## config.mk

```make
export PLATFORM = sky130hd
export DESIGN_NAME = bmmd_ram
export DESIGN_NICKNAME = d
export VERILOG_FILES = /design/src/rtl/assert_macros.svh /design/src/rtl/bmmd_ram.sv
export SDC_FILE = /design/constraint.sdc
export NUM_CORES = 2
export LEC_CHECK = 0
export BUFFER_PORTS_ARGS = -buffer_cell sky130_fd_sc_hd__buf_2
export CAP_MARGIN = 20
export CORE_MARGIN = 8
export CORE_UTILIZATION = 24
export DETAILED_ROUTE_END_ITERATION = 8
export HOLD_SLACK_MARGIN = 0.1
export PLACE_DENSITY = 0.44
export RECOVER_POWER = 50
export SLEW_MARGIN = 30
export SYNTH_ARGS = -nofsm -noshare
export SYNTH_HDL_FRONTEND = slang
export SYNTH_SLANG_ARGS = --single-unit
export TNS_END_PERCENT = 20
```

## constraint.sdc

```tcl
create_clock -name i_clk -period 4.3 [get_ports i_clk]
set_input_delay 0.86 -clock i_clk [delete_from_list [all_inputs] [get_ports i_clk]]
set_output_delay 0.86 -clock i_clk [all_outputs]
set_load 0.01 [all_outputs]
```

## src/rtl/assert_macros.svh

```systemverilog
// assertion macros used by the top level rtl module of the memory map decoder
// no dependencies; define NO_ASSERTIONS to compile them away
`ifndef ASSERT_MACROS_SVH
`define ASSERT_MACROS_SVH

`ifndef NO_ASSERTIONS

`define BMMD_ASSERT_ALWAYS(label, clk, rst_n, cond) \
    label: assert property (@(posedge clk) disable iff (!rst_n) (cond)) \
        else $error("assertion failed");

`define BMMD_ASSERT_IMPLY(label, clk, rst_n, ante, cons) \
    label: assert property (@(posedge clk) disable iff (!rst_n) (ante) |-> (cons)) \
        else $error("assertion failed");

`define BMMD_ASSERT_NEXT(label, clk, rst_n, ante, cons) \
    label: assert property (@(posedge clk) disable iff (!rst_n) (ante) |=> (cons)) \
        else $error("assertion failed");

`else

`define BMMD_ASSERT_ALWAYS(label, clk, rst_n, cond)
`define BMMD_ASSERT_IMPLY(label, clk, rst_n, ante, cons)
`define BMMD_ASSERT_NEXT(label, clk, rst_n, ante, cons)

`endif

`endif

```

## src/rtl/bmmd_ram.sv

```systemverilog
// generic single write port ram with registered, enabled read
// no dependencies
`default_nettype none

module bmmd_ram #(
    parameter int WIDTH = 8,
    parameter int DEPTH = 256,
    localparam int AW   = $clog2(DEPTH)
) (
    input  wire logic             i_clk,
    input  wire logic             i_we,
    input  wire logic [AW-1:0]    i_waddr,
    input  wire logic [WIDTH-1:0] i_wdata,
    input  wire logic             i_re,
    input  wire logic [AW-1:0]    i_raddr,
    output logic      [WIDTH-1:0] o_rdata
);

    logic [WIDTH-1:0] r_mem [DEPTH];
    logic [WIDTH-1:0] r_rdata;

    always_ff @(posedge i_clk) begin
        if (i_we) begin
            r_mem[i_waddr] <= i_wdata;
        end
        if (i_re) begin
            r_rdata <= r_mem[i_raddr];
        end
    end

    assign o_rdata = r_rdata;

endmodule

`default_nettype wire

```

==> metrics.md <==
| Metric | Value |
|---|---|
| Outcome | `finished with violations` |
| Failing checks | `max-capacitance violations, max-slew violations` |
| Via count of the first global-routing pass | `40503` |
| Leading register cell type out of synthesis | `sky130_fd_sc_hd__edfxtp_1` |
| Setup slack after placement | `-0.2472 ns` |
| Reg-to-Reg Start | `r_mem[64][5]` |
| Number of register bits inferred by synthesis | `a little over 2000` |
| Startpoint of the tightest hold check path | `i_waddr[1]` |
| Largest net degree at the start of global routing | `137` |
| DP HPWL | `146.1 mm` |
| Count of input and output buffers | `34` |
| Share of flip-flops with an asynchronous set or reset after synthesis | `0%` |
| Initial antenna violation count | `31` |
| GRT Residual Overflow | `0` |
| Count of instances resized after the clock tree is built | `0` |
| Setup repair after global routing missed its margin | `false` |
| Max-slew violation count | `727` |
| Routed WL per cell | `approximately 27 um` |
| Number of enable flip-flop cells after synthesis | `about 2100` |
| Crit. Startpoint | `i_wdata[4]` |
| Count of H-tree levels built during CTS | `4` |
| Synth Warn # | `0` |
| Layout-stage area growth over the synthesis result | `17.44%` |
| Placed cell areas | `87020 um2` |
| Setup slack, reg-to-reg | `1.35 ns` |
| Post-Synthesis Cells | `3733` |
| Max incr delay on CP | `1.59 ns` |
| Setup-violating endpoint count in the final report | `0` |
| Site Rows | `211` |
| Slew at the pin closest to its max-slew limit | `around 3.5 ns` |
| Power density over the cells | `450.9 nW/um2` |
| Routability Congestion | `0.7755` |
| Worst path setup slack after routing | `0.4711 ns` |
| Fraction of layout cells with a size suffix above 1 | `26.38%` |
| Clock latency on the worst-skew pair | `0.90 ns` |
| Clock tree skew after final layout | `0.06848 ns` |
| Leak | `28.40 nW` |
| Crit-path leading delay family | `buffers and inverters` |
| Post-route cell area | `93530 um2` |
| Wire length of the first global-routing pass | `322.3 mm` |
| Worst min-delay path class | `input port to flop` |
| Mean area per synthesized cell | `21.33 um2` |
| Global router's overall resource usage | `12.81%` |
| Post-synthesis instance area | `79640 um2` |
| Final Routed Wirelength | `230.6 mm` |
| Minimum period implied by the final worst setup slack | `3.829 ns` |
| Data required time of the critical path | `around 4.7 ns` |
| Count of TritonRoute iterations in the first routing pass | `5` |
| Critical Path Sink Type | `flop` |
| Post-CTS setup repair buffer count | `0` |
| Total Nets Final | `4114` |
| Cell with the biggest individual delay on the critical path | `sky130_fd_sc_hd__clkbuf_2` |
| Buffers and inverters on the worst path | `2` |
| Clk root buf | `sky130_fd_sc_hd__clkbuf_16` |
| Initial Utilization | `between 20% and 30%` |
| Clock buffer count from CTS | `221` |
| CP Launch Type | `input port` |
| Number of distinct library cells after synthesis | `54` |
| Fin. Hold Viols | `0` |
| Vias per inst | `4.514` |
| Clock transition at the registers of the reported paths | `about 0.06 ns` |
| DRC violation count after routing | `0` |
| Max-Cap Viols | `14` |
| WS Path Type | `input port to flop` |
| Antenna-violating nets left | `0` |
| Die area | `350500 um2` |
| Post-route clock period utilization | `between 80% and 90%` |
| # IOs | `35` |
| Crit path DAT | `4.18 ns` |
| TritonCTS clock tree | `built` |
| Worst path cell trace | `clkbuf_2 -> clkbuf_1` |
| Hold buffer count at CTS | `0` |
| Vias after detailed routing | `38986` |
| Final-layout fill cell count | `32373` |
| DRC violation total after the first TritonRoute iteration | `~3700` |
| Clock sink count | `between 2000 and 2500` |
| Fmax | `261.2 MHz` |
| Max IR drop VDD | `approximately 320 uV` |
| Clk buf depth | `4` |
| X dimension of the die | `between 500 and 600 um` |
| Core area | `~330000 um2` |
| Worst-path fanout max | `89` |
| Post-synth net total | `approximately 3800` |
| Die height | `roughly 590 um` |
| Share of the yosys chip area belonging to registers | `77.53%` |
| Worst slew slack as a fraction of its limit | `-132.4%` |
## power by group
part	switching, mW	internal (mW)	total, mW
Combinational	1.44	0.755	2.20
Sequential	0.0416	22.1	22.2
Clock	7.78	10.0	17.8
Total	9.26	32.9	42.2
## cell usage in the layout (no fill, tap or decap), drive strengths merged, types with 2 or more instances in the layout
cell and instances:
mux2i 134, buf 332, a2111oi 5, a22o 8
a31oi 2, diode 21, clkinvlp 10, nand2b 8
nor3 22, a221oi 14, o22ai 28, mux4 456
nand2 33, nand3 34, edfxtp 2056, and2 6
or2 4, a311oi 2, bufinv 10, nand4 10
o211ai 10, nor4 27, a211oi 16, o221ai 47
a22oi 133, and3b 2, a21oi 96, o22a 5
nor2b 31, clkbuf 309, clkinv 85, inv 6
o32ai 5, o21ai 12, nand3b 2, nor2 282
## through the flow
step           power, mW  hold slack, ns  util (%)  TNS (ns)  cells
2_1_floorplan      23.62          0.8642         -         0   3733
3_3_place_gp       24.81           1.129     26.33    -2.206   8226
3_5_place_dp       24.83           1.150     26.35   -0.4862   8228
4_1_cts            42.69          0.3745     28.35         0   8614
5_1_grt            43.51          0.6429     28.32         0   8633
6_report           42.18          0.6871     28.32         0   8637
## layer usage
metal	share of wire, %	track usage, %	vias up
li1	-	-	16451
met1	44	17.59	21105
met2	47	20.59	1112
met3	5.6	2.512	318
met4	2.9	3.793	0
met5	0	0	-
## worst paths after layout
path | cells after the start | end
setup reg to reg | 8 | o_rdata[5]
hold / removal | 4 | r_mem[167][0]
hold reg to reg | 7 | o_rdata[5]
setup / recovery | 2 | r_mem[108][4]
## state kept, by name, indices dropped and copies added, names as in the netlist
signal   cells
r_mem     2048
o_rdata      8
## worst reg2reg max path, cell delays in order, from the launching register on
cell and delay [ns]:
sky130_fd_sc_hd__edfxtp_1 0.37, sky130_fd_sc_hd__mux4_2 0.52, sky130_fd_sc_hd__a22o_1 0.26, sky130_fd_sc_hd__a221oi_1 0.27
sky130_fd_sc_hd__buf_4 0.21, sky130_fd_sc_hd__o32ai_1 0.14, sky130_fd_sc_hd__nor3_1 0.68, sky130_fd_sc_hd__buf_4 0.24
sky130_fd_sc_hd__nor4_1 0.05
## synth_stat cells (2+ instances only)
cell type	instances	area (um2)
sky130_fd_sc_hd__o21ai_1	2	10.01
sky130_fd_sc_hd__buf_6	21	236.5
sky130_fd_sc_hd__o211ai_1	10	75.07
sky130_fd_sc_hd__buf_2	31	155.2
sky130_fd_sc_hd__nand3_1	34	170.2
sky130_fd_sc_hd__nand3b_1	2	15.01
sky130_fd_sc_hd__nand2b_1	8	50.05
sky130_fd_sc_hd__nand4_1	10	62.56
sky130_fd_sc_hd__nor4_1	24	150.1
sky130_fd_sc_hd__a22o_1	8	70.07
sky130_fd_sc_hd__o221ai_1	46	402.9
sky130_fd_sc_hd__mux4_2	454	10220
sky130_fd_sc_hd__or2_2	4	25.02
sky130_fd_sc_hd__edfxtp_1	2056	61740
sky130_fd_sc_hd__and2_1	6	37.54
sky130_fd_sc_hd__nand2_1	33	123.9
sky130_fd_sc_hd__buf_1	22	82.58
sky130_fd_sc_hd__a221oi_1	13	113.9
sky130_fd_sc_hd__nor2b_1	31	193.9
sky130_fd_sc_hd__mux4_1	2	52.55
sky130_fd_sc_hd__a31oi_1	2	12.51
sky130_fd_sc_hd__buf_8	13	195.2
sky130_fd_sc_hd__a2111oi_1	2	20.02
sky130_fd_sc_hd__a311oi_1	2	17.52
sky130_fd_sc_hd__and3b_1	2	17.52
sky130_fd_sc_hd__o32ai_1	4	35.03
sky130_fd_sc_hd__nor3_1	22	110.1
sky130_fd_sc_hd__a211oi_1	16	120.1
sky130_fd_sc_hd__a2111oi_0	2	17.52
sky130_fd_sc_hd__nor4_2	3	37.54
sky130_fd_sc_hd__clkbuf_1	111	416.7
sky130_fd_sc_hd__o22ai_1	28	175.2
sky130_fd_sc_hd__o22a_1	5	43.79
sky130_fd_sc_hd__a21oi_1	96	480.5
sky130_fd_sc_hd__a22oi_1	133	998.5
sky130_fd_sc_hd__mux2i_1	134	1341
sky130_fd_sc_hd__buf_4	27	202.7
sky130_fd_sc_hd__buf_12	8	160.2
sky130_fd_sc_hd__o21ai_0	10	50.05
sky130_fd_sc_hd__nor2_1	282	1059
## cells by family after synthesis
| family | Yosys count | synth area share [%] |
|---|---|---|
| AO/OA/AOI/OAI | 385 | 3.416 |
| multiplexers | 591 | 14.60 |
| flip-flops | 2056 | 77.53 |
| buffers and inverters | 235 | 1.829 |
| AND/OR/NAND/NOR | 466 | 2.625 |
## cell type report
| type | instances | area [um2] | area share [%] |
|---|---|---|---|
| sequential | 2056 | 61740 | 66.01 |
| multi-input combinational | 1442 | 16580 | 17.73 |
| clock buffer | 277 | 5762 | 6.160 |
| tap | 4366 | 5463 | 5.841 |
| timing repair buffer | 364 | 3072 | 3.284 |
| clock inverter | 109 | 853.3 | 0.9124 |
| antenna | 21 | 52.55 | 0.05619 |
| inverter | 2 | 7.507 | 0.008027 |
No activity file was read; power rests on OpenSTA's default activity.
