--- src/rtl/assert_macros.svh ---
// assertion macros used by the top level rtl module of the memory map decoder
// no dependencies; define NO_ASSERTIONS to compile them away
`ifndef ASSERT_MACROS_SVH
`define ASSERT_MACROS_SVH

`ifndef NO_ASSERTIONS

`define BMMD_ASSERT_ALWAYS(label, clk, rst_n, cond) \
    label: assert property (@(posedge clk) disable iff (!rst_n) (cond)) \
        else $error("assertion failed");

`define BMMD_ASSERT_IMPLY(label, clk, rst_n, ante, cons) \
    label: assert property (@(posedge clk) disable iff (!rst_n) (ante) |-> (cons)) \
        else $error("assertion failed");

`define BMMD_ASSERT_NEXT(label, clk, rst_n, ante, cons) \
    label: assert property (@(posedge clk) disable iff (!rst_n) (ante) |=> (cons)) \
        else $error("assertion failed");

`else

`define BMMD_ASSERT_ALWAYS(label, clk, rst_n, cond)
`define BMMD_ASSERT_IMPLY(label, clk, rst_n, ante, cons)
`define BMMD_ASSERT_NEXT(label, clk, rst_n, ante, cons)

`endif

`endif

--- src/rtl/bmmd_pkg.sv ---
// types, codes and address constants of the banked memory map decoder
// no dependencies; used by bmmd_decode and banked_memory_map_decoder
`default_nettype none

package bmmd_pkg;

    localparam int MEM_DEPTH    = 65536;
    localparam int DRIVER_DEPTH = 256;
    localparam int MEM_AW       = $clog2(MEM_DEPTH);
    localparam int DRV_AW       = $clog2(DRIVER_DEPTH);

    // opcodes
    localparam logic [2:0] OP_FETCH     = 3'd0;
    localparam logic [2:0] OP_READ      = 3'd1;
    localparam logic [2:0] OP_WRITE     = 3'd2;
    localparam logic [2:0] OP_JUMP      = 3'd3;
    localparam logic [2:0] OP_LOAD_RAM  = 3'd4;
    localparam logic [2:0] OP_LOAD_ROM  = 3'd5;
    localparam logic [2:0] OP_LOAD_DRV  = 3'd6;

    // environment modes
    localparam logic [1:0] ENV_PLAYSID  = 2'd0;
    localparam logic [1:0] ENV_TRANSP   = 2'd1;
    localparam logic [1:0] ENV_BANKED   = 2'd2;
    localparam logic [1:0] ENV_REAL     = 2'd3;

    // result targets
    localparam logic [2:0] TGT_MEM      = 3'd0;
    localparam logic [2:0] TGT_SID      = 3'd1;
    localparam logic [2:0] TGT_SID2     = 3'd2;
    localparam logic [2:0] TGT_XSID     = 3'd3;
    localparam logic [2:0] TGT_CIA1     = 3'd4;
    localparam logic [2:0] TGT_CIA2     = 3'd5;
    localparam logic [2:0] TGT_VIC      = 3'd6;

    // read data sources
    localparam logic [2:0] SRC_NONE     = 3'd0;
    localparam logic [2:0] SRC_RAM      = 3'd1;
    localparam logic [2:0] SRC_ROM      = 3'd2;
    localparam logic [2:0] SRC_DRV      = 3'd3;
    localparam logic [2:0] SRC_BANK     = 3'd4;

    // write destinations
    localparam logic [1:0] MEM_NONE     = 2'd0;
    localparam logic [1:0] MEM_RAM      = 2'd1;
    localparam logic [1:0] MEM_ROM      = 2'd2;
    localparam logic [1:0] MEM_DRV      = 2'd3;

    // configuration register index (paddr bit 2)
    localparam logic       REG_ENV      = 1'b0;
    localparam logic       REG_SSID     = 1'b1;

    // address map
    localparam logic [15:0] SID_MASK     = 16'hfc1f;
    localparam logic [7:0]  SID_PAGE     = 8'hd4;
    localparam logic [15:0] SID_BASE     = 16'hd400;
    localparam logic [7:0]  XSID_FIRST   = 8'h1d;
    localparam logic [7:0]  CIA1_PAGE    = 8'hdc;
    localparam logic [7:0]  CIA2_PAGE    = 8'hdd;
    localparam logic [15:0] VIC_MASK     = 16'hfc00;
    localparam logic [15:0] VIC_BASE     = 16'hd000;
    localparam logic [3:0]  CIA_REG_MASK = 4'hf;
    localparam logic [5:0]  VIC_REG_MASK = 6'h3f;
    localparam logic [15:0] BASIC_BASE   = 16'ha000;
    localparam logic [15:0] IO_BASE      = 16'hd000;
    localparam logic [15:0] BANK_ADDR    = 16'h0001;
    localparam logic [15:0] DRIVER_LIMIT = 16'h0100;
    localparam logic [7:0]  BANK_RESET   = 8'h07;

    // decoder context: configuration and banking state
    typedef struct packed {
        logic [1:0] env;
        logic [7:0] ssid;
        logic [7:0] bank;
        logic       dp_active;
    } t_ctx;

    // one decoded access
    typedef struct packed {
        logic        has_res;
        logic        two_res;
        logic [2:0]  rd_src;
        logic [15:0] rd_addr;
        logic [1:0]  wr_mem;
        logic [15:0] wr_addr;
        logic        wr2;
        logic [1:0]  wr2_mem;
        logic [15:0] wr2_addr;
        logic        bank_we;
        logic        dp_we;
        logic        dp_val;
        logic [2:0]  target;
        logic [15:0] dev_reg;
        logic        dev_wr;
        logic [7:0]  dev_data;
        logic        jump;
        logic [7:0]  reg2;
    } t_dec;

endpackage

`default_nettype wire

--- src/rtl/bmmd_decode.sv ---
// combinational access decoder: address map, banking and device routing
// depends on bmmd_pkg
`default_nettype none

module bmmd_decode (
    input  wire logic [2:0]     i_opcode,
    input  wire logic [15:0]    i_address,
    input  wire logic [7:0]     i_write_data,
    input  wire logic           i_use_cache,
    input  wire bmmd_pkg::t_ctx i_ctx,
    output bmmd_pkg::t_dec      o_dec
);

    logic w_basic;
    logic w_io;
    logic w_kernal;

    assign w_basic  = (i_ctx.bank[1:0] == 2'b11);
    assign w_io     = (i_ctx.bank[2:0] > 3'd4);
    assign w_kernal = i_ctx.bank[1];

    function automatic logic [2:0] rom_src();
        return (i_ctx.env == bmmd_pkg::ENV_PLAYSID) ? bmmd_pkg::SRC_RAM : bmmd_pkg::SRC_ROM;
    endfunction

    function automatic logic [1:0] rom_mem();
        return (i_ctx.env == bmmd_pkg::ENV_PLAYSID) ? bmmd_pkg::MEM_RAM : bmmd_pkg::MEM_ROM;
    endfunction

    function automatic bmmd_pkg::t_dec mem_rd(input logic [2:0] src, input logic [15:0] a);
        bmmd_pkg::t_dec x;
        x         = '0;
        x.has_res = 1'b1;
        x.rd_src  = src;
        x.rd_addr = a;
        return x;
    endfunction

    function automatic bmmd_pkg::t_dec mem_ack();
        bmmd_pkg::t_dec x;
        x         = '0;
        x.has_res = 1'b1;
        return x;
    endfunction

    function automatic bmmd_pkg::t_dec dev(input logic [2:0] tgt, input logic [15:0] r,
                                           input logic wr, input logic [7:0] d);
        bmmd_pkg::t_dec x;
        x          = '0;
        x.has_res  = 1'b1;
        x.target   = tgt;
        x.dev_reg  = r;
        x.dev_wr   = wr;
        x.dev_data = d;
        return x;
    endfunction

    function automatic bmmd_pkg::t_dec plain_rd(input logic [15:0] a, input logic dp);
        if (a == bmmd_pkg::BANK_ADDR) begin
            return mem_rd(bmmd_pkg::SRC_BANK, a);
        end else if (dp && a < bmmd_pkg::DRIVER_LIMIT) begin
            return mem_rd(bmmd_pkg::SRC_DRV, a);
        end
        return mem_rd(bmmd_pkg::SRC_RAM, a);
    endfunction

    function automatic bmmd_pkg::t_dec plain_wr(input logic [15:0] a, input logic dp);
        bmmd_pkg::t_dec x;
        x = mem_ack();
        if (dp && a < bmmd_pkg::DRIVER_LIMIT) begin
            x.wr_mem  = bmmd_pkg::MEM_DRV;
            x.wr_addr = a;
            x.bank_we = (a == bmmd_pkg::BANK_ADDR);
        end else if (a == bmmd_pkg::BANK_ADDR) begin
            x.bank_we = 1'b1;
        end else begin
            x.wr_mem  = bmmd_pkg::MEM_RAM;
            x.wr_addr = a;
        end
        return x;
    endfunction

    function automatic bmmd_pkg::t_dec io_rd(input logic [15:0] a, input logic cache,
                                             input logic dp);
        logic [15:0] t;
        t = a & bmmd_pkg::SID_MASK;
        if (t[15:8] != bmmd_pkg::SID_PAGE) begin
            if (a[15:8] == 8'h00) begin
                return plain_rd(a, dp);
            end else if (a[15:8] == bmmd_pkg::CIA1_PAGE) begin
                return dev(bmmd_pkg::TGT_CIA1, {12'h000, a[3:0] & bmmd_pkg::CIA_REG_MASK},
                           1'b0, 8'h00);
            end else if (a[15:8] == bmmd_pkg::CIA2_PAGE) begin
                return dev(bmmd_pkg::TGT_CIA2, {12'h000, a[3:0] & bmmd_pkg::CIA_REG_MASK},
                           1'b0, 8'h00);
            end else if ((a & bmmd_pkg::VIC_MASK) == bmmd_pkg::VIC_BASE) begin
                return dev(bmmd_pkg::TGT_VIC, {10'h000, a[5:0] & bmmd_pkg::VIC_REG_MASK},
                           1'b0, 8'h00);
            end
            return mem_rd(rom_src(), a);
        end
        if (t[7:0] >= bmmd_pkg::XSID_FIRST) begin
            return dev(bmmd_pkg::TGT_XSID, a, 1'b0, 8'h00);
        end
        if (a[15:8] == i_ctx.ssid) begin
            return cache ? mem_rd(rom_src(), a)
                         : dev(bmmd_pkg::TGT_SID2, {8'h00, a[7:0]}, 1'b0, 8'h00);
        end
        return cache ? mem_rd(rom_src(), t)
                     : dev(bmmd_pkg::TGT_SID, {8'h00, t[7:0]}, 1'b0, 8'h00);
    endfunction

    function automatic bmmd_pkg::t_dec io_wr(input logic [15:0] a, input logic [7:0] d,
                                             input logic cache, input logic dp);
        logic [15:0]    t;
        bmmd_pkg::t_dec x;
        t = a & bmmd_pkg::SID_MASK;
        if (t[15:8] != bmmd_pkg::SID_PAGE) begin
            if (a[15:8] == 8'h00) begin
                return plain_wr(a, dp);
            end else if (a[15:8] == bmmd_pkg::CIA1_PAGE) begin
                return dev(bmmd_pkg::TGT_CIA1, {12'h000, a[3:0] & bmmd_pkg::CIA_REG_MASK},
                           1'b1, d);
            end else if (a[15:8] == bmmd_pkg::CIA2_PAGE) begin
                return dev(bmmd_pkg::TGT_CIA2, {12'h000, a[3:0] & bmmd_pkg::CIA_REG_MASK},
                           1'b1, d);
            end else if ((a & bmmd_pkg::VIC_MASK) == bmmd_pkg::VIC_BASE) begin
                return dev(bmmd_pkg::TGT_VIC, {10'h000, a[5:0] & bmmd_pkg::VIC_REG_MASK},
                           1'b1, d);
            end
            x         = mem_ack();
            x.wr_mem  = rom_mem();
            x.wr_addr = a;
            return x;
        end
        if (t[7:0] >= bmmd_pkg::XSID_FIRST) begin
            return dev(bmmd_pkg::TGT_XSID, a - bmmd_pkg::SID_BASE, 1'b1, d);
        end
        if (a[15:8] == i_ctx.ssid) begin
            x = dev(bmmd_pkg::TGT_SID2, {8'h00, a[7:0]}, 1'b1, d);
            if (cache) begin
                x.wr_mem  = rom_mem();
                x.wr_addr = a;
                // mono to stereo: the sid gets the same write right after
                if (i_ctx.ssid == bmmd_pkg::SID_PAGE) begin
                    x.two_res  = 1'b1;
                    x.reg2     = t[7:0];
                    x.wr2      = 1'b1;
                    x.wr2_mem  = rom_mem();
                    x.wr2_addr = t;
                end
            end
            return x;
        end
        x = dev(bmmd_pkg::TGT_SID, {8'h00, t[7:0]}, 1'b1, d);
        if (cache) begin
            x.wr_mem  = rom_mem();
            x.wr_addr = t;
        end
        return x;
    endfunction

    function automatic bmmd_pkg::t_dec bs_rd(input logic [15:0] a, input logic cache,
                                             input logic dp);
        if (a < bmmd_pkg::BASIC_BASE) begin
            return plain_rd(a, dp);
        end else if (a[15:12] == 4'ha || a[15:12] == 4'hb) begin
            return mem_rd(w_basic ? rom_src() : bmmd_pkg::SRC_RAM, a);
        end else if (a[15:12] == 4'hc) begin
            return mem_rd(bmmd_pkg::SRC_RAM, a);
        end else if (a[15:12] == 4'hd) begin
            return w_io ? io_rd(a, cache, dp) : mem_rd(bmmd_pkg::SRC_RAM, a);
        end
        return mem_rd(w_kernal ? rom_src() : bmmd_pkg::SRC_RAM, a);
    endfunction

    function automatic bmmd_pkg::t_dec tp_rd(input logic [15:0] a, input logic cache,
                                             input logic dp);
        if (a < bmmd_pkg::IO_BASE) begin
            return plain_rd(a, dp);
        end else if (a[15:12] == 4'hd && w_io) begin
            return io_rd(a, cache, dp);
        end
        return mem_rd(bmmd_pkg::SRC_RAM, a);
    endfunction

    function automatic bmmd_pkg::t_dec sys_wr(input logic [15:0] a, input logic [7:0] d,
                                              input logic cache, input logic dp);
        bmmd_pkg::t_dec x;
        if (i_ctx.env == bmmd_pkg::ENV_PLAYSID) begin
            return io_wr(a, d, cache, dp);
        end else if (a < bmmd_pkg::BASIC_BASE) begin
            return plain_wr(a, dp);
        end else if (a[15:12] == 4'hd && w_io) begin
            return io_wr(a, d, cache, dp);
        end
        x         = mem_ack();
        x.wr_mem  = bmmd_pkg::MEM_RAM;
        x.wr_addr = a;
        return x;
    endfunction

    function automatic logic jump_ok(input logic [15:0] a);
        if (i_ctx.env == bmmd_pkg::ENV_BANKED && a >= bmmd_pkg::BASIC_BASE) begin
            if ((a[15:12] == 4'ha || a[15:12] == 4'hb) && w_basic) begin
                return 1'b0;
            end
            if (a[15:12] == 4'hd && w_io) begin
                return 1'b0;
            end
            if (a[15:12] >= 4'he && w_kernal) begin
                return 1'b0;
            end
        end else if (i_ctx.env == bmmd_pkg::ENV_TRANSP) begin
            if (a >= bmmd_pkg::IO_BASE && w_kernal) begin
                return 1'b0;
            end
        end
        return 1'b1;
    endfunction

    logic w_dp_fetch;

    assign w_dp_fetch = (i_address < bmmd_pkg::DRIVER_LIMIT);

    always_comb begin
        o_dec = '0;
        unique case (i_opcode)
            bmmd_pkg::OP_FETCH: begin
                if (i_use_cache) begin
                    o_dec = mem_rd(bmmd_pkg::SRC_RAM, i_address);
                end else begin
                    // the driver page flag follows the fetch and applies to it already
                    o_dec = (i_ctx.env == bmmd_pkg::ENV_REAL) ?
                            bs_rd(i_address, 1'b0, w_dp_fetch) :
                            plain_rd(i_address, w_dp_fetch);
                    o_dec.dp_we  = 1'b1;
                    o_dec.dp_val = w_dp_fetch;
                end
            end
            bmmd_pkg::OP_READ: begin
                if (i_ctx.env == bmmd_pkg::ENV_PLAYSID) begin
                    o_dec = io_rd(i_address, i_use_cache, i_ctx.dp_active);
                end else if (i_ctx.env == bmmd_pkg::ENV_TRANSP) begin
                    o_dec = tp_rd(i_address, i_use_cache, i_ctx.dp_active);
                end else begin
                    o_dec = bs_rd(i_address, i_use_cache, i_ctx.dp_active);
                end
            end
            bmmd_pkg::OP_WRITE: begin
                o_dec = sys_wr(i_address, i_write_data, i_use_cache, i_ctx.dp_active);
            end
            bmmd_pkg::OP_JUMP: begin
                o_dec      = mem_ack();
                o_dec.jump = jump_ok(i_address);
            end
            bmmd_pkg::OP_LOAD_RAM: begin
                o_dec.wr_mem  = bmmd_pkg::MEM_RAM;
                o_dec.wr_addr = i_address;
            end
            bmmd_pkg::OP_LOAD_ROM: begin
                o_dec.wr_mem  = rom_mem();
                o_dec.wr_addr = i_address;
            end
            bmmd_pkg::OP_LOAD_DRV: begin
                o_dec.wr_mem  = bmmd_pkg::MEM_DRV;
                o_dec.wr_addr = i_address;
            end
            default: begin
                o_dec = '0;
            end
        endcase
    end

endmodule

`default_nettype wire

--- config.mk ---
export PLATFORM = sky130hd
export DESIGN_NAME = bmmd_decode
export DESIGN_NICKNAME = d
export VERILOG_FILES = /design/src/rtl/assert_macros.svh /design/src/rtl/bmmd_pkg.sv /design/src/rtl/bmmd_decode.sv
export SDC_FILE = /design/constraint.sdc
export NUM_CORES = 1
export LEC_CHECK = 0
export BUFFER_PORTS_ARGS = -buffer_cell sky130_fd_sc_hd__buf_2
export CAP_MARGIN = 20
export CORE_MARGIN = 2
export CORE_UTILIZATION = 41
export DETAILED_ROUTE_END_ITERATION = 10
export MAX_ROUTING_LAYER = met4
export PLACE_DENSITY = 0.89
export SLEW_MARGIN = 5
export SYNTH_ARGS = -nofsm -noshare
export SYNTH_HDL_FRONTEND = slang
export SYNTH_SLANG_ARGS = --single-unit
--- constraint.sdc ---
create_clock -name vclk -period 3.6
set_input_delay 0.9 -clock vclk [all_inputs]
set_output_delay 0.9 -clock vclk [all_outputs]
set_load 0.02 [all_outputs]
==> results of run 1 <==
## cell families (layout without fill, tap and decap cells)
group | count (synthesis) | after routing | share of synthesized area, %
AOI/OAI and AO/OA | 86 | 87 | 30.37
adders and majority gates | 3 | 3 | 1.906
muxes | 1 | 1 | 0.5083
other | 1 | 10 | 0.1904
xor gates and xnor gates | 10 | 10 | 4.448
and+or+nand+nor | 177 | 177 | 50.89
buffers and inverters | 37 | 214 | 11.69
## per-layer routing
layer  wire length [um]  vias to the layer above
met1               3749                     1502
met5                  0                        -
met2               5089                      226
li1                   -                     1489
met4                308                        0
met3                927                       40
## metrics by stage
step           utilization [%]  worst slack [ns]  TNS (ns)  power, mW
5_1_grt                  76.72           -0.1305    -1.570     0.4071
3_3_place_gp             65.47           -0.1603    -2.830     0.3109
3_5_place_dp             65.47           -0.2291    -3.993     0.3136
4_1_cts                  67.12          0.009338         0     0.3224
2_1_floorplan                -           0.04307         0     0.1817
6_report                 76.72          -0.06196   -0.4357     0.3852
## layout make-up
| class | instances | area [um^2] | share of cell area (%) |
|---|---|---|---|
| tap | 54 | 67.56 | 1.877 |
| timing repair buffer | 208 | 1414 | 39.28 |
| inverter | 6 | 37.54 | 1.043 |
| multi-input combinational | 288 | 2081 | 57.80 |
## repair_timing
| action | in CTS | in global routing |
|---|---|---|
| gates cloned | 0 | 1 |
| buffers inserted | 1 | 5 |
| endpoints found under the setup margin | 35 | 57 |
| pin swaps | 5 | 36 |
| resized for setup | 19 | 105 |
## path summary, 6_finish.rpt
| check | endpoint | depth (start not counted) | slack [ns] |
|---|---|---|---|
| worst min-delay path | o_dec[9] | 3 | 2.12 |
| worst max-delay path | o_dec[41] | 9 | -0.06 |
## power by group
part	switching, mW	total [mW]	internal [mW]	leakage [nW]
Sequential	0	0	0	0
Clock	0	0	0	0
Combinational	0.218	0.385	0.168	1.80
## Yosys cell counts, types with 2 or more instances
| master | instances | area (um^2) |
|---|---|---|
| o21a_1 | 3 | 22.52 |
| nand4_1 | 3 | 18.77 |
| a211o_1 | 2 | 17.52 |
| nor4_1 | 3 | 18.77 |
| xnor2_1 | 2 | 17.52 |
| nor2_2 | 2 | 12.51 |
| buf_4 | 18 | 135.1 |
| clkbuf_1 | 4 | 15.01 |
| a22o_1 | 3 | 26.28 |
| o21ai_0 | 20 | 100.1 |
| a21oi_1 | 22 | 110.1 |
| and3_1 | 7 | 43.79 |
| o21ai_1 | 4 | 20.02 |
| o31ai_1 | 3 | 22.52 |
| buf_2 | 7 | 35.03 |
| nor2b_1 | 10 | 62.56 |
| inv_1 | 5 | 18.77 |
| a31oi_1 | 2 | 12.51 |
| nor4_2 | 2 | 25.02 |
| o211ai_1 | 3 | 22.52 |
| and2_1 | 44 | 275.3 |
| a22oi_1 | 2 | 15.01 |
| nor3_1 | 11 | 55.05 |
| xor2_1 | 8 | 70.07 |
| a31o_2 | 2 | 17.52 |
| nand2b_1 | 3 | 18.77 |
| o221ai_1 | 2 | 17.52 |
| nand3_1 | 2 | 10.01 |
| nor3b_1 | 3 | 22.52 |
| nor2_1 | 35 | 131.4 |
| or3_1 | 2 | 12.51 |
| buf_6 | 2 | 22.52 |
| ha_1 | 3 | 37.54 |
| a21o_1 | 2 | 15.01 |
| nand2_1 | 34 | 127.6 |
| nor4b_1 | 3 | 26.28 |
==> results.json, run 1 <==
{
  "routed_wl_mm": 10.08,
  "dp.cells": 549,
  "met2_usage_pct": 61.86,
  "final_cells": 556,
  "drive_gt1_share_pct": 54.38,
  "power_density_mw_per_mm2": 107.0,
  "rsz0062_at_grt": "true",
  "fmax_mhz": 273.1,
  "nClkBuffers": 0,
  "path_buf_inv": 3,
  "required_ns": 2.70,
  "overflow": 0,
  "netlist_area_mm2": 0.001969,
  "holdBufCountCts": 0,
  "yosys_warnings": 0,
  "hold_path.class": "in2out",
  "place.gp.congestion": 0.9719,
  "whs_ns": 2.118,
  "ioPinCount": 145,
  "post-dp-hpwl_mm": 7.557,
  "mostFrequentLayoutCells": "96 x buf_2, 92 x buf_4, 33 x nand2_1, 33 x nor2_1, 31 x and2_1",
  "slowest_stage": "nor4_2",
  "io_buffers": 130,
  "max_cap_viol_count": 0,
  "hold_start": "i_write_data[0]",
  "final-setup-viol-count": 12,
  "fillers": 361,
  "die-area_mm2": 0.005374,
  "final_max_slew_viol_count": 0,
  "cp_top_family": "simple AND/OR/NAND/NOR gates",
  "num_vias": 3257,
  "ir_drop_mv": 0.09371,
  "hold_viol_final": 0,
  "fin_crit_ns": 3.662,
  "crit_path_start": "i_address[15]",
  "rows": 25,
  "slowest_delay_ns": 0.33,
  "drtIter0Drc": 384,
  "leakage_nw": 1.796,
  "cp_cell_sequence": "clkbuf_4 -> xor2_1 -> nor4_2 -> buf_4 -> nand2_2 -> nor4_4 -> and2_4 -> and3_4 -> buf_6",
  "num_antenna_cells": 0,
  "top_usage_layer": "met2",
  "ys_types": 68,
  "start_kind": "primary input",
  "synth_cells": 315,
  "design.seq.count": 0,
  "path_max_fanout": 6,
  "arrival_ns": 2.76,
  "gr-usage-all-layers_pct": 34.03,
  "vias_per_cell": 5.858,
  "post-route-period-util_pct": 101.7,
  "crit_type": "in2out",
  "start_util_pct": 41.97,
  "ant_nets": 0,
  "ff_latch_area_um2": 0,
  "cp-end-kind": "primary output",
  "failed_checks": "negative setup slack",
  "place_area_mm2": 0.003072,
  "wl_per_cell_um": 18.12,
  "status": "finished, violations left",
  "worst_slack_ns": -0.06196,
  "die_w_um": 73.31,
  "final_common_cell": "buf_2",
  "area_growth_pct": 82.78,
  "drc": 0,
  "grt_pass1_vias": 2807,
  "grt_antenna_before_repair": 0,
  "postLayoutCellArea_mm2": 0.003600,
  "fin_nets": 554,
  "firstDrtPassIters": 5,
  "grt_pass1_wl_mm": 13.84,
  "met3_usage_pct": 3.155,
  "syn_avg_cell_area_um2": 6.252,
  "dieHeight_um": 73.31,
  "grtUsageMet1_pct": 40.91,
  "grt_max_degree": 12,
  "core-area_mm2": 0.004692,
  "yosysSeqAreaShare_pct": 0
}
No activity file was read; power rests on OpenSTA's default activity.
==> run 2, diff against run 1 <==
--- a/config.mk
+++ b/config.mk
@@ -5,13 +5,16 @@
 export SDC_FILE = /design/constraint.sdc
 export NUM_CORES = 1
 export LEC_CHECK = 0
+export ABC_AREA = 1
 export BUFFER_PORTS_ARGS = -buffer_cell sky130_fd_sc_hd__buf_2
 export CAP_MARGIN = 20
+export CELL_PAD_IN_SITES_DETAIL_PLACEMENT = 1
+export CELL_PAD_IN_SITES_GLOBAL_PLACEMENT = 1
 export CORE_MARGIN = 2
-export CORE_UTILIZATION = 41
+export CORE_UTILIZATION = 27
 export DETAILED_ROUTE_END_ITERATION = 10
 export MAX_ROUTING_LAYER = met4
-export PLACE_DENSITY = 0.89
+export PLACE_DENSITY = 0.93
 export SLEW_MARGIN = 5
 export SYNTH_ARGS = -nofsm -noshare
 export SYNTH_HDL_FRONTEND = slang
==> run 2 against run 1 <==
  * The flow now finishes without violations
  * Combinational power is 17% lower
  * Die area up 68%
  * Routed wire length rose by 12%
  * Cell area decreased by 11%
  * First-iteration DRC count shrank 40%
  * Highest routed layer unchanged
  * Global-route usage decreased by 9.1 points
  * Area after synthesis up 13%
==> results.json, run 2 <==
{
  "synth_area_leaders": "nand2_1 21%, nor2_1 13%, inv_1 10%",
  "rsz0062_at_grt": "true",
  "ff_latch_area_um2": 0,
  "synthMostInstantiatedCell": "nand2_1",
  "start_util_pct": 27.57,
  "synth_top_area_cell": "nand2_1",
  "path_buf_inv": 6,
  "hold_viol_final": 0,
  "post-route-period-util_pct": 98.85,
  "holdBufCountCts": 0,
  "max_cap_viol_count": 0,
  "nClkBuffers": 0,
  "synth_top_family_by_area": "simple AND/OR/NAND/NOR gates",
  "status": "finished clean",
  "dp.cells": 710,
  "path_max_fanout": 8,
  "final-setup-viol-count": 0,
  "whs_ns": 2.114,
  "synth_cells": 458,
  "die_w_um": 94.90,
  "required_ns": 2.70,
  "synth_simple_gate_area_share_pct": 57.04,
  "drc": 0,
  "cp_top_family": "buffers and inverters",
  "grt_pass1_wl_mm": 17.48,
  "wl_per_cell_um": 15.84,
  "place.gp.congestion": 0.9153,
  "die-area_mm2": 0.009006,
  "vias_per_cell": 5.074,
  "num_antenna_cells": 0,
  "yosys-top-cells-count": "126 x nand2_1, 79 x nor2_1, 60 x inv_1, 38 x o21ai_0, 25 x nand3_1",
  "yosysSeqAreaShare_pct": 0,
  "dieHeight_um": 94.90,
  "arrival_ns": 2.66,
  "p_comb_share_pct": 100.0,
  "syn_avg_cell_area_um2": 4.871,
  "p_int_mw": 0.1037,
  "netlist_area_mm2": 0.002231,
  "clkPwrFrac_pct": 0,
  "synthAdderAreaFrac_pct": 1.683,
  "drive_gt1_share_pct": 37.21,
  "synth_top_area_share_pct": 21.20,
  "firstDrtPassIters": 4,
  "leakage_nw": 1.923,
  "rows": 33,
  "final_cells": 715,
  "slowest_stage": "buf_4",
  "gr-usage-all-layers_pct": 24.93,
  "ys_types": 40,
  "seq_power_share_pct": 0,
  "cp-end-kind": "primary output",
  "fin_nets": 662,
  "core-area_mm2": 0.008093,
  "swShare_pct": 67.52,
  "synthMuxAreaShare_pct": 0,
  "num_vias": 3628,
  "crit_type": "in2out",
  "slew_headroom_pct": 63.00,
  "fin_crit_ns": 3.558,
  "final_common_cell": "buf_2",
  "routed_wl_mm": 11.33,
  "power_density_mw_per_mm2": 99.32,
  "start_kind": "primary input",
  "grt_max_degree": 12,
  "io_buffers": 130,
  "design.seq.count": 0,
  "p_switching_mw": 0.2156,
  "slowest_delay_ns": 0.21,
  "grt_pass1_vias": 3632,
  "final_max_slew_viol_count": 0,
  "synth_xor_area_share_pct": 0.3926,
  "grt_antenna_before_repair": 0,
  "ir_drop_mv": 0.04521,
  "ioPinCount": 145,
  "ant_nets": 0,
  "cp_cell_sequence": "buf_2 -> inv_2 -> nand2_2 -> nor2_8 -> nand2_4 -> inv_2 -> nor2_4 -> nand2_4 -> nand3_4 -> buf_4 -> buf_4 -> nor2_1 -> buf_2",
  "post-dp-hpwl_mm": 9.493,
  "worst_slew_pin_slew_ns": 0.5499,
  "fmax_mhz": 281.0,
  "mostFrequentLayoutCells": "130 x buf_2, 121 x nand2_1, 78 x nor2_1",
  "yosys_warnings": 0,
  "drtIter0Drc": 230,
  "overflow": 0,
  "synth-compound-area-share_pct": 20.47,
  "area_growth_pct": 44.14,
  "hold_path.class": "in2out"
}
run 2: changes by cell type in the layout (fill, tap and decap cells not counted), moves of 15 or more:
cell	before	now
nand3_1	2	24
nand2_1	33	121
buf_4	92	38
buf_6	16	0
and2_1	31	0
inv_1	3	57
inv_2	0	15
nor2_1	33	78
buf_2	96	130
run 2: cell families after synthesis:
| group | count (synthesis) |
|---|---|
| other | 1 |
| buffers and inverters | 98 |
| AND/OR/NAND/NOR | 277 |
| AO/OA/AOI/OAI | 78 |
| XOR/XNOR | 1 |
| adder cells (fa/ha/maj) | 3 |
run 2: cell type report:
cell class                      count  area, um^2
Multi-Input combinational cell    369        1858
Timing Repair Buffer              169       955.9
Inverter                           72       270.3
Tap cell                          105       131.4
Fill cell                        1212        4877
run 2: metal layers:
layer	part of all wire, %	vias up	wire (um)	track usage [%]
met5	0	-	0	-
met4	1.7	0	191	4.227
met3	6.6	18	743	2.314
met2	51	145	5735	46.22
met1	41	1723	4657	29.43
li1	-	1742	-	-
run 2: repair_timing:
item                       CTS  global route
gates resized for setup      0            22
pin swaps                    0             3
cloned                       0             0
buffers inserted             1             4
setup endpoints to repair   10            53
run 2: path summary, 6_finish.rpt:
path / end / from / slack, ns / cells after the start
worst min-delay path: o_dec[9] / i_write_data[0] / 2.11 / 4
worst max-delay path: o_dec[52] / i_address[13] / 0.04 / 13
run 2: power by group through the flow:
stage / sequential (mW) / clock, mW / combinational, mW
4_1_cts: 0 / 0 / 0.311
5_1_grt: 0 / 0 / 0.351
3_5_place_dp: 0 / 0 / 0.310
2_1_floorplan: 0 / 0 / 0.192
6_report: 0 / 0 / 0.319
3_3_place_gp: 0 / 0 / 0.301
run 2: through the flow:
step                area (um^2)  worst slack (ns)  total power, mW  TNS (ns)  util, %
finish                     3216           0.04153           0.3194         0    39.73
global route               3216          -0.05476           0.3509   -0.1119    39.73
CTS                        3141          0.001931           0.3112         0    38.81
detailed placement         3133          -0.05451           0.3100   -0.4200    38.71
global placement           3133           0.05265           0.3009         0    38.71
floorplan                  2265           -0.1140           0.1923   -0.5696        -
